### config.mk
export PLATFORM = sky130hd
export DESIGN_NAME = rle_sprite_pixel_decoder_unit
export DESIGN_NICKNAME = d
export VERILOG_FILES = /design/src/hdl/rspd_pkg.sv /design/src/hdl/rspd_front.sv /design/src/hdl/rspd_queue.sv /design/src/hdl/rspd_drain.sv /design/src/hdl/rle_sprite_pixel_decoder_unit.sv
export VERILOG_INCLUDE_DIRS = /design/src /design/src/hdl
export SDC_FILE = /design/constraint.sdc
export NUM_CORES = 1
export LEC_CHECK = 0
export ABC_CLOCK_PERIOD_IN_PS = 8700
export BUFFER_PORTS_ARGS = -buffer_cell sky130_fd_sc_hd__buf_2
export CAP_MARGIN = 5
export CORE_MARGIN = 3
export CORE_UTILIZATION = 45
export CTS_BUF_LIST = sky130_fd_sc_hd__clkbuf_2
export DETAILED_ROUTE_END_ITERATION = 16
export SETUP_SLACK_MARGIN = 0.02
export SYNTH_ARGS = -nofsm -noshare
export SYNTH_HDL_FRONTEND = slang
export SYNTH_SLANG_ARGS = --single-unit
export TNS_END_PERCENT = 30
### constraint.sdc
create_clock -name clk_i -period 8.7 [get_ports clk_i]
set_input_delay 1.74 -clock clk_i [delete_from_list [all_inputs] [get_ports clk_i]]
set_output_delay 1.74 -clock clk_i [all_outputs]
set_load 0.01 [all_outputs]
### src/hdl/rle_sprite_pixel_decoder_unit_assert.svh
// Assertion macros shared by the sprite decoder RTL.
// Expects clk_i and rst_ni in the including module.
`ifndef RLE_SPRITE_PIXEL_DECODER_UNIT_ASSERT_SVH
`define RLE_SPRITE_PIXEL_DECODER_UNIT_ASSERT_SVH

// Checked on every rising edge outside reset.
`define RSPD_ASSERT(lbl, prop, msg) \
  lbl: assert property (@(posedge clk_i) disable iff (!rst_ni) (prop)) else $error(msg);

// Checked on every rising edge, reset included.
`define RSPD_ASSERT_NR(lbl, prop, msg) \
  lbl: assert property (@(posedge clk_i) (prop)) else $error(msg);

`endif

### src/hdl/rspd_pkg.sv
// Types, codes and defaults for the run-length sprite decoder.
// No dependencies; used by every module of the block.
package rspd_pkg;

  localparam int unsigned PIXEL_COUNT_DEFAULT = 1024;
  localparam int unsigned QUEUE_DEPTH_DEFAULT = 4;
  localparam logic [15:0] RUN_LIMIT_RESET     = 16'd3076;

  // input op codes
  localparam logic OP_START = 1'b0;
  localparam logic OP_BYTE  = 1'b1;

  // result kinds
  localparam logic [1:0] KIND_PIXEL = 2'd0;
  localparam logic [1:0] KIND_DONE  = 2'd1;
  localparam logic [1:0] KIND_ERROR = 2'd2;

  // error codes
  localparam logic [2:0] ERR_NONE       = 3'd0;
  localparam logic [2:0] ERR_HEADER     = 3'd0;
  localparam logic [2:0] ERR_BLANK_LONG = 3'd1;
  localparam logic [2:0] ERR_DATA_LONG  = 3'd2;
  localparam logic [2:0] ERR_DATA_SHORT = 3'd3;
  localparam logic [2:0] ERR_INDEX      = 3'd4;

  // configuration register indexes
  localparam logic REG_RUN_LIMIT = 1'b0;

  typedef struct packed {
    logic        op;
    logic [11:0] sprite_length;
    logic [7:0]  data_byte;
  } in_item_t;

  typedef struct packed {
    logic [1:0] kind;
    logic [9:0] pixel_index;
    logic [7:0] red;
    logic [7:0] green;
    logic [7:0] blue;
    logic [2:0] error_code;
    logic       last;
  } out_item_t;

  // One queue entry: up to two results caused by one input beat.
  // The second one is always a done or a header error.
  typedef struct packed {
    out_item_t first;
    logic      has_second;
    logic      second_err;
  } evt_t;

endpackage

### src/hdl/rspd_front.sv
// Front end: parses the run-length stream; each beat with results becomes a queue entry.
// Depends on rspd_pkg.
module rspd_front
  import rspd_pkg::*;
#(
  parameter int unsigned PIXEL_COUNT = PIXEL_COUNT_DEFAULT
) (
  input  logic        clk_i,
  input  logic        rst_ni,
  input  logic        accept_i,
  input  in_item_t    item_i,
  input  logic [15:0] run_limit_i,
  output logic        ev_valid_o,
  output evt_t        ev_o
);

  `include "rle_sprite_pixel_decoder_unit_assert.svh"

  localparam int unsigned PW = $clog2(PIXEL_COUNT + 1);
  localparam int unsigned SW = ((PW > 16) ? PW : 16) + 1;
  localparam logic [11:0] MIN_RUN_BYTES = 12'd4;

  typedef enum logic [7:0] {
    PH_IDLE    = 8'b0000_0001,
    PH_BLANK_LO = 8'b0000_0010,
    PH_BLANK_HI = 8'b0000_0100,
    PH_DATA_LO = 8'b0000_1000,
    PH_DATA_HI = 8'b0001_0000,
    PH_PIX_R   = 8'b0010_0000,
    PH_PIX_G   = 8'b0100_0000,
    PH_PIX_B   = 8'b1000_0000
  } phase_e;

  typedef enum logic [1:0] {
    BND_DONE = 2'd0,
    BND_ERR  = 2'd1,
    BND_RUN  = 2'd2
  } bnd_e;

  phase_e        phase_q, phase_d;
  logic [11:0]   br_q, br_d;
  logic [15:0]   run_q, run_d;
  logic [PW-1:0] pos_q, pos_d;
  logic [7:0]    low_q, low_d;
  logic [7:0]    red_q, red_d;
  logic [7:0]    green_q, green_d;

  logic [11:0]   br_dec;
  logic [15:0]   run_val;
  logic          run_over;
  logic [17:0]   need_bytes;
  logic          data_short;
  logic [SW-1:0] pos_sum;
  logic [PW-1:0] pos_sat;
  logic          run_ends;
  bnd_e          bnd_start, bnd_next;

  function automatic bnd_e boundary(logic [11:0] left);
    bnd_e res;
    if (left == '0) begin
      res = BND_DONE;
    end else if (left < MIN_RUN_BYTES) begin
      res = BND_ERR;
    end else begin
      res = BND_RUN;
    end
    return res;
  endfunction

  function automatic out_item_t status_item(logic [1:0] kind, logic [2:0] code);
    out_item_t res;
    res            = '0;
    res.kind       = kind;
    res.error_code = code;
    res.last       = 1'b1;
    return res;
  endfunction

  assign br_dec     = (br_q != '0) ? br_q - 12'd1 : '0;
  assign run_val    = {item_i.data_byte, low_q};
  assign run_over   = run_val > run_limit_i;
  assign need_bytes = {2'b00, run_val} + {1'b0, run_val, 1'b0};
  assign data_short = {6'b0, br_dec} < need_bytes;
  assign pos_sum    = SW'(pos_q) + SW'(run_val);
  assign pos_sat    = (pos_sum > SW'(PIXEL_COUNT)) ? PW'(PIXEL_COUNT) : PW'(pos_sum);
  assign run_ends   = run_q <= 16'd1;
  assign bnd_start  = boundary(item_i.sprite_length);
  assign bnd_next   = boundary(br_dec);

  always_comb begin
    phase_d    = phase_q;
    br_d       = br_q;
    run_d      = run_q;
    pos_d      = pos_q;
    low_d      = low_q;
    red_d      = red_q;
    green_d    = green_q;
    ev_valid_o = 1'b0;
    ev_o       = '0;

    if (item_i.op == OP_START) begin
      br_d    = item_i.sprite_length;
      run_d   = '0;
      pos_d   = '0;
      low_d   = '0;
      red_d   = '0;
      green_d = '0;
      unique case (bnd_start)
        BND_DONE: begin
          phase_d    = PH_IDLE;
          ev_valid_o = 1'b1;
          ev_o.first = status_item(KIND_DONE, ERR_NONE);
        end
        BND_ERR: begin
          phase_d    = PH_IDLE;
          ev_valid_o = 1'b1;
          ev_o.first = status_item(KIND_ERROR, ERR_HEADER);
        end
        default: phase_d = PH_BLANK_LO;
      endcase
    end else begin
      unique case (phase_q)
        PH_IDLE: ;
        PH_BLANK_LO: begin
          low_d   = item_i.data_byte;
          br_d    = br_dec;
          phase_d = PH_BLANK_HI;
        end
        PH_DATA_LO: begin
          low_d   = item_i.data_byte;
          br_d    = br_dec;
          phase_d = PH_DATA_HI;
        end
        PH_BLANK_HI: begin
          br_d = br_dec;
          if (run_over) begin
            phase_d    = PH_IDLE;
            ev_valid_o = 1'b1;
            ev_o.first = status_item(KIND_ERROR, ERR_BLANK_LONG);
          end else begin
            pos_d   = pos_sat;
            phase_d = PH_DATA_LO;
          end
        end
        PH_DATA_HI: begin
          br_d = br_dec;
          if (run_over) begin
            phase_d    = PH_IDLE;
            ev_valid_o = 1'b1;
            ev_o.first = status_item(KIND_ERROR, ERR_DATA_LONG);
          end else if (data_short) begin
            phase_d    = PH_IDLE;
            ev_valid_o = 1'b1;
            ev_o.first = status_item(KIND_ERROR, ERR_DATA_SHORT);
          end else if (run_val == '0) begin
            unique case (bnd_next)
              BND_DONE: begin
                phase_d    = PH_IDLE;
                ev_valid_o = 1'b1;
                ev_o.first = status_item(KIND_DONE, ERR_NONE);
              end
              BND_ERR: begin
                phase_d    = PH_IDLE;
                ev_valid_o = 1'b1;
                ev_o.first = status_item(KIND_ERROR, ERR_HEADER);
              end
              default: phase_d = PH_BLANK_LO;
            endcase
          end else begin
            run_d   = run_val;
            phase_d = PH_PIX_R;
          end
        end
        PH_PIX_R: begin
          red_d   = item_i.data_byte;
          br_d    = br_dec;
          phase_d = PH_PIX_G;
        end
        PH_PIX_G: begin
          green_d = item_i.data_byte;
          br_d    = br_dec;
          phase_d = PH_PIX_B;
        end
        PH_PIX_B: begin
          br_d       = br_dec;
          ev_valid_o = 1'b1;
          if (pos_q >= PW'(PIXEL_COUNT)) begin
            phase_d    = PH_IDLE;
            ev_o.first = status_item(KIND_ERROR, ERR_INDEX);
          end else begin
            ev_o.first.kind        = KIND_PIXEL;
            ev_o.first.pixel_index = 10'(pos_q);
            ev_o.first.red         = red_q;
            ev_o.first.green       = green_q;
            ev_o.first.blue        = item_i.data_byte;
            ev_o.first.error_code  = ERR_NONE;
            ev_o.first.last        = 1'b1;
            pos_d = pos_q + PW'(1);
            run_d = (run_q != '0) ? run_q - 16'd1 : '0;
            if (!run_ends) begin
              phase_d = PH_PIX_R;
            end else begin
              // run finished: a done or header error may ride along
              unique case (bnd_next)
                BND_DONE: begin
                  phase_d          = PH_IDLE;
                  ev_o.first.last  = 1'b0;
                  ev_o.has_second  = 1'b1;
                  ev_o.second_err  = 1'b0;
                end
                BND_ERR: begin
                  phase_d          = PH_IDLE;
                  ev_o.first.last  = 1'b0;
                  ev_o.has_second  = 1'b1;
                  ev_o.second_err  = 1'b1;
                end
                default: phase_d = PH_BLANK_LO;
              endcase
            end
          end
        end
        default: phase_d = PH_IDLE;
      endcase
    end
  end

  always_ff @(posedge clk_i or negedge rst_ni) begin
    if (!rst_ni) begin
      phase_q <= PH_IDLE;
      br_q    <= '0;
      run_q   <= '0;
      pos_q   <= '0;
      low_q   <= '0;
      red_q   <= '0;
      green_q <= '0;
    end else if (accept_i) begin
      phase_q <= phase_d;
      br_q    <= br_d;
      run_q   <= run_d;
      pos_q   <= pos_d;
      low_q   <= low_d;
      red_q   <= red_d;
      green_q <= green_d;
    end
  end

  `RSPD_ASSERT(a_error_goes_idle, accept_i && ev_valid_o && ev_o.first.kind == KIND_ERROR |=> phase_q == PH_IDLE, "front not idle after error")

endmodule

### src/hdl/rspd_queue.sv
// Short queue of parsed entries between the front end and the result drain.
// Depends on rspd_pkg.
module rspd_queue
  import rspd_pkg::*;
#(
  parameter int unsigned DEPTH = QUEUE_DEPTH_DEFAULT
) (
  input  logic clk_i,
  input  logic rst_ni,
  input  logic push_i,
  input  evt_t push_data_i,
  input  logic pop_i,
  output evt_t head_o,
  output logic empty_o,
  output logic full_o
);

  `include "rle_sprite_pixel_decoder_unit_assert.svh"

  localparam int unsigned AW = (DEPTH > 1) ? $clog2(DEPTH) : 1;
  localparam int unsigned CW = $clog2(DEPTH + 1);

  evt_t          mem_q [DEPTH];
  logic [AW-1:0] wr_q, wr_d, rd_q, rd_d;
  logic [CW-1:0] count_q, count_d;
  logic          do_pop;

  assign empty_o = count_q == '0;
  assign full_o  = count_q == CW'(DEPTH);
  assign do_pop  = pop_i && !empty_o;
  assign head_o  = mem_q[rd_q];

  always_comb begin
    wr_d    = wr_q;
    rd_d    = rd_q;
    count_d = count_q;
    if (push_i) begin
      wr_d = (wr_q == AW'(DEPTH - 1)) ? '0 : wr_q + AW'(1);
    end
    if (do_pop) begin
      rd_d = (rd_q == AW'(DEPTH - 1)) ? '0 : rd_q + AW'(1);
    end
    case ({push_i, do_pop})
      2'b10:   count_d = count_q + CW'(1);
      2'b01:   count_d = count_q - CW'(1);
      default: count_d = count_q;
    endcase
  end

  always_ff @(posedge clk_i) begin
    if (push_i) begin
      mem_q[wr_q] <= push_data_i;
    end
  end

  always_ff @(posedge clk_i or negedge rst_ni) begin
    if (!rst_ni) begin
      wr_q    <= '0;
      rd_q    <= '0;
      count_q <= '0;
    end else begin
      wr_q    <= wr_d;
      rd_q    <= rd_d;
      count_q <= count_d;
    end
  end

  `RSPD_ASSERT(a_no_overflow, push_i |-> !full_o, "push into a full queue")
  `RSPD_ASSERT(a_count_bound, count_q <= CW'(DEPTH), "queue count past depth")

endmodule

### src/hdl/rspd_drain.sv
// Back end: expands each queue entry into one or two result beats.
// Depends on rspd_pkg.
module rspd_drain
  import rspd_pkg::*;
(
  input  logic      clk_i,
  input  logic      rst_ni,
  input  evt_t      head_i,
  input  logic      q_empty_i,
  output logic      q_pop_o,
  input  logic      pop_i,
  output logic      empty_o,
  output out_item_t out_item_o
);

  `include "rle_sprite_pixel_decoder_unit_assert.svh"

  logic      sel_second_q, sel_second_d;
  logic      beat;
  out_item_t second;

  assign empty_o = q_empty_i;
  assign beat    = pop_i && !q_empty_i;

  always_comb begin
    second            = '0;
    second.kind       = head_i.second_err ? KIND_ERROR : KIND_DONE;
    second.error_code = head_i.second_err ? ERR_HEADER : ERR_NONE;
    second.last       = 1'b1;
  end

  assign out_item_o = sel_second_q ? second : head_i.first;

  always_comb begin
    sel_second_d = sel_second_q;
    q_pop_o      = 1'b0;
    if (beat) begin
      if (head_i.has_second && !sel_second_q) begin
        sel_second_d = 1'b1;
      end else begin
        sel_second_d = 1'b0;
        q_pop_o      = 1'b1;
      end
    end
  end

  always_ff @(posedge clk_i or negedge rst_ni) begin
    if (!rst_ni) begin
      sel_second_q <= 1'b0;
    end else begin
      sel_second_q <= sel_second_d;
    end
  end

  `RSPD_ASSERT(a_second_has_entry, sel_second_q |-> !q_empty_i && head_i.has_second, "second beat without entry")

endmodule

### src/hdl/rle_sprite_pixel_decoder_unit.sv
// Run-length sprite decoder: one data byte per cycle in, pixel/done/error results out.
// An accepted byte's results are registered into the result queue and leave at one
// beat per cycle while pop is high; a byte with pixel plus done/error takes two pops.
// Input throughput is one item per cycle while the 4-entry result queue has room.
// Reset clears the parser to idle, empties the queue and loads run_limit with 3076.
// Depends on rspd_pkg, rspd_front, rspd_queue and rspd_drain.
module rle_sprite_pixel_decoder_unit
  import rspd_pkg::*;
#(
  parameter int unsigned PIXEL_COUNT = PIXEL_COUNT_DEFAULT,
  parameter int unsigned QUEUE_DEPTH = QUEUE_DEPTH_DEFAULT
) (
  input  logic        clk_i,
  input  logic        rst_ni,
  input  logic        push,
  output logic        full,
  input  in_item_t    in_item_i,
  output logic        empty,
  input  logic        pop,
  output out_item_t   out_item_o,
  input  logic        psel,
  input  logic        penable,
  input  logic        pwrite,
  input  logic [2:0]  paddr,
  input  logic [31:0] pwdata,
  output logic [31:0] prdata,
  output logic        pready
);

  logic [15:0] run_limit_q;
  logic        accept;
  logic        ev_valid;
  evt_t        ev;
  evt_t        head;
  logic        q_empty;
  logic        q_pop;

  assign pready = 1'b1;
  assign prdata = (paddr[2] == REG_RUN_LIMIT) ? {16'd0, run_limit_q} : '0;

  always_ff @(posedge clk_i or negedge rst_ni) begin
    if (!rst_ni) begin
      run_limit_q <= RUN_LIMIT_RESET;
    end else if (psel && penable && pwrite && pready && paddr[2] == REG_RUN_LIMIT) begin
      run_limit_q <= pwdata[15:0];
    end
  end

  assign accept = push && !full;

  rspd_front #(
    .PIXEL_COUNT(PIXEL_COUNT)
  ) u_front (
    .clk_i      (clk_i),
    .rst_ni     (rst_ni),
    .accept_i   (accept),
    .item_i     (in_item_i),
    .run_limit_i(run_limit_q),
    .ev_valid_o (ev_valid),
    .ev_o       (ev)
  );

  rspd_queue #(
    .DEPTH(QUEUE_DEPTH)
  ) u_queue (
    .clk_i      (clk_i),
    .rst_ni     (rst_ni),
    .push_i     (accept && ev_valid),
    .push_data_i(ev),
    .pop_i      (q_pop),
    .head_o     (head),
    .empty_o    (q_empty),
    .full_o     (full)
  );

  rspd_drain u_drain (
    .clk_i     (clk_i),
    .rst_ni    (rst_ni),
    .head_i    (head),
    .q_empty_i (q_empty),
    .q_pop_o   (q_pop),
    .pop_i     (pop),
    .empty_o   (empty),
    .out_item_o(out_item_o)
  );

endmodule
==> metrics.csv <==
stage,metric,value,unit
clock_tree,clock_latency,0.89,ns
timing,finalCriticalPeriod,5.53,ns
critical_path,path_delay_family,compound AO/OA/AOI/OAI gates,
cells_and_area,mostFrequentLayoutCells,"edfxtp_1 (168), nand2_1 (101), clkbuf_2 (101), buf_2 (101), nor2_1 (93)",
place,gp_congestion,0.870,
global_route,grt_max_degree,74,
timing,period_share,0.635,
floorplanning,start_util,0.462,
synthesis,synth-seq-cells,263,
timing,setup_tns,0,ns
synthesis,yosysTopAreaCell,edfxtp_1,
timing,slew_headroom,0.132,
global_route,grt_pass1_wl,58.0,mm
detailed_routing,antenna_left,0,
critical_path,slowest_stage,nor3b_1,
min_path,hp-class,register to register,
cells_and_area,final_common_cell,edfxtp_1,
critical_path,required,9.48,ns
clock_tree,cts_buffers,71,
clock_tree,clk_transition_reported_paths,0.10,ns
timing,drv_slew,0,
timing,hold_violations,0,
floorplanning,core,31900,um^2
synthesis,synth.area.top_cells,"edfxtp_1 (34%), dfrtp_1 (15%), mux4_2 (6.4%)",
critical_path,worstSetupPathType,register to register,
timing,skew,0.131,ns
clock_tree,cts_tree,done,
critical_path,cp_cell_sequence,inv_1 -> ha_1 -> nor3b_1 -> and4_1 -> a21oi_1 -> ha_1 -> nand4_1 -> nor2_1 -> o31ai_1 -> o211ai_1 -> a31oi_1 -> a2111o_1 -> o21bai_2 -> a21o_1 -> ha_1 -> inv_1 -> fa_1 -> xor2_1 -> nor2_1 -> xor2_1,
critical_path,critPathBufInv,2,
global_route,grt.overflow.total,0,
cells_and_area,final_layout_size_suffix_gt1_frac,0.228,
clock_tree,ctsHoldBuffers,0,
synthesis,ys_types,87,
detailed_routing,routed_wirelength,36.2,mm
critical_path,end_kind,register,
floorplanning,dieArea,34900,um^2
global_route,grt_pass1_vias,10800,
clock_tree,clock_sinks,263,
cells_and_area,layout.nets,1567,
cells_and_area,final_util,0.513,
synthesis,synth_area,14700,um^2
detailed_routing,vias_per_cell,5.68,
run,maxCapViolCount,0,
detailed_routing,drc,0,
synthesis,synth_flop_cell,edfxtp_1,
place,io_buffers,102,
clock_tree,cts_setup_buffers,0,
global_route,gr-usage-all-layers,0.206,
critical_path,cpPeakStageDelay,0.71,ns
floorplanning,dieHeight,187,um
critical_path,startpoint_type,register,
run_status,status,"complete, no violations",
timing,rsz0062_at_grt,no,
detailed_routing,first_iter_violations,655,
pwr,powerDensity,254,nW/um^2
clock_tree,root_buffer,clkbuf_2,
synthesis,syn-instance-count,1302,
global_route,grt_antenna_before_repair,2,
floorplanning,pin_count,138,
synthesis,yosys_warnings,0,
timing,setup_violations,0,
pwr,power.leakage,0.00683,uW
detailed_routing,wl_per_cell,18.8,um
detailed_routing,dr.pass1.iters,6,
floorplanning,rows,65,
critical_path,cp_common_cell,ha_1,
clock_tree,clockBufferDepth,3,
timing,tightest_slew,1.29,ns
synthesis,syn_avg_cell_area,11.3,um^2
synthesis,synth_edf_count,168,
critical_path,arrival,6.31,ns
synthesis,synth_top_area_frac,0.343,
timing,max_freq,0.181,GHz
cells_and_area,syn_to_final_growth,11.0,%
place,dp_hpwl,24.3,mm
detailed_routing,vias,10900,
pwr,peakVddDrop,0.128,mV
synthesis,synthArstFlopShare,0.361,
floorplanning,die_w,187,um
critical_path,critPathMaxFanout,9,
synthesis,yosysSeqAreaShare,0.505,
clock_tree,post_cts_resized,0,
clock_tree,htree_levels,3,
-- area by class of cell --
type	count	area (um^2)
Timing Repair Buffer	117	626
Multi-Input combinational cell	911	6800
Tap cell	435	544
Clock inverter	28	190
Clock buffer	101	505
Fill cell	2916	15500
Inverter	64	240
Antenna cell	2	5.00
Sequential cell	263	7430
-- routing by layer --
metal | share of wire | GRT usage | up-vias
li1 | - | - | 5182
met5 | 0.00036 | 0 | -
met4 | 0.024 | 0.0596 | 2
met1 | 0.45 | 0.286 | 5269
met3 | 0.070 | 0.0472 | 71
met2 | 0.45 | 0.329 | 384
-- power breakdown --
| group | internal (uW) | switching [uW] | leakage (uW) |
|---|---|---|---|
| combinational | 689 | 921 | 0.00341 |
| sequential | 1450 | 179 | 0.00291 |
| clock | 382 | 525 | 0.000511 |
| total | 2520 | 1630 | 0.00683 |
-- per-stage QoR --
step / total power (uW) / cell area, um^2 / setup WS (ns) / std cells / hold slack (ns)
final: 4150 / 16300 / 3.17 / 1921 / 0.481
after global routing: 4480 / 16300 / 2.74 / 1921 / 0.502
after CTS: 4200 / 16300 / 3.23 / 1919 / 0.487
after detailed placement: 3270 / 15600 / 2.48 / 1790 / 0.463
after global placement: 3240 / 15600 / 2.55 / 1790 / 0.458
after floorplan: 2810 / 14800 / 1.09 / 1317 / 0.442
-- logic make-up (layout without fill, tap and decap cells) --
| group | count (synthesis) | in the layout | share of synthesized area |
|---|---|---|---|
| compound gates | 277 | 277 | 0.128 |
| xor+xnor | 25 | 25 | 0.0149 |
| fa+ha+maj | 77 | 77 | 0.0668 |
| buf+inv | 143 | 310 | 0.0417 |
| flops | 263 | 263 | 0.505 |
| mux | 80 | 80 | 0.0926 |
| other cells | 2 | 19 | 0.000510 |
| simple gates | 435 | 435 | 0.151 |
-- sequential cells by signal, summed over array words and instances, names as in the netlist --
signal	count
u_queue.count_q	3
run_limit_q	16
u_front.low_q	8
u_front.run_q	16
u_front.br_q	12
u_front.phase_q	8
u_queue.rd_q	2
u_queue.wr_q	2
u_front.pos_q	11
u_front.green_q	8
u_front.red_q	8
u_queue.mem_q	168
u_drain.sel_second_q	1
-- cell usage after synthesis (8+ instances only) --
| cell | n |
|---|---|
| mux4_2 | 42 |
| inv_1 | 63 |
| mux2i_1 | 8 |
| xnor2_1 | 15 |
| a211oi_1 | 9 |
| nand2_1 | 101 |
| a21oi_1 | 64 |
| dfrtp_1 | 91 |
| o21ai_0 | 69 |
| and3_1 | 35 |
| clkbuf_1 | 51 |
| nand4_1 | 18 |
| a21o_1 | 12 |
| and2_1 | 45 |
| nand3_1 | 28 |
| buf_2 | 8 |
| o211ai_1 | 18 |
| xor2_1 | 10 |
| nor3_1 | 36 |
| mux2_2 | 29 |
| buf_4 | 18 |
| ha_1 | 73 |
| nand2b_1 | 15 |
| edfxtp_1 | 168 |
| nor2_1 | 93 |
| or3_1 | 10 |
| o2bb2ai_1 | 11 |
| nor4_1 | 17 |
-- final timing paths --
check | cells past startpoint | to | start | slack [ns]
setup / recovery | 20 | u_queue.count_q[2] | u_front.br_q[0] | 3.17
hold / removal | 2 | u_front.red_q[0] | u_front.red_q[0] | 0.48
setup reg to reg | 20 | u_queue.count_q[2] | u_front.br_q[0] | 3.17
hold reg to reg | 2 | u_front.red_q[0] | u_front.red_q[0] | 0.48
max in group asynchronous | 2 | u_front.pos_q[3] | rst_ni | 6.54
min in group asynchronous | 1 | u_front.br_q[1] | rst_ni | 0.75
-- tightest hold or removal path, delay by kind of cell (launching register included) --
family	cells	cell delay, ns
AO/OA/AOI/OAI	1	0.06
flip-flops	1	0.35
AND/OR/NAND/NOR	1	0.04
No activity file was read; power rests on OpenSTA's default activity.
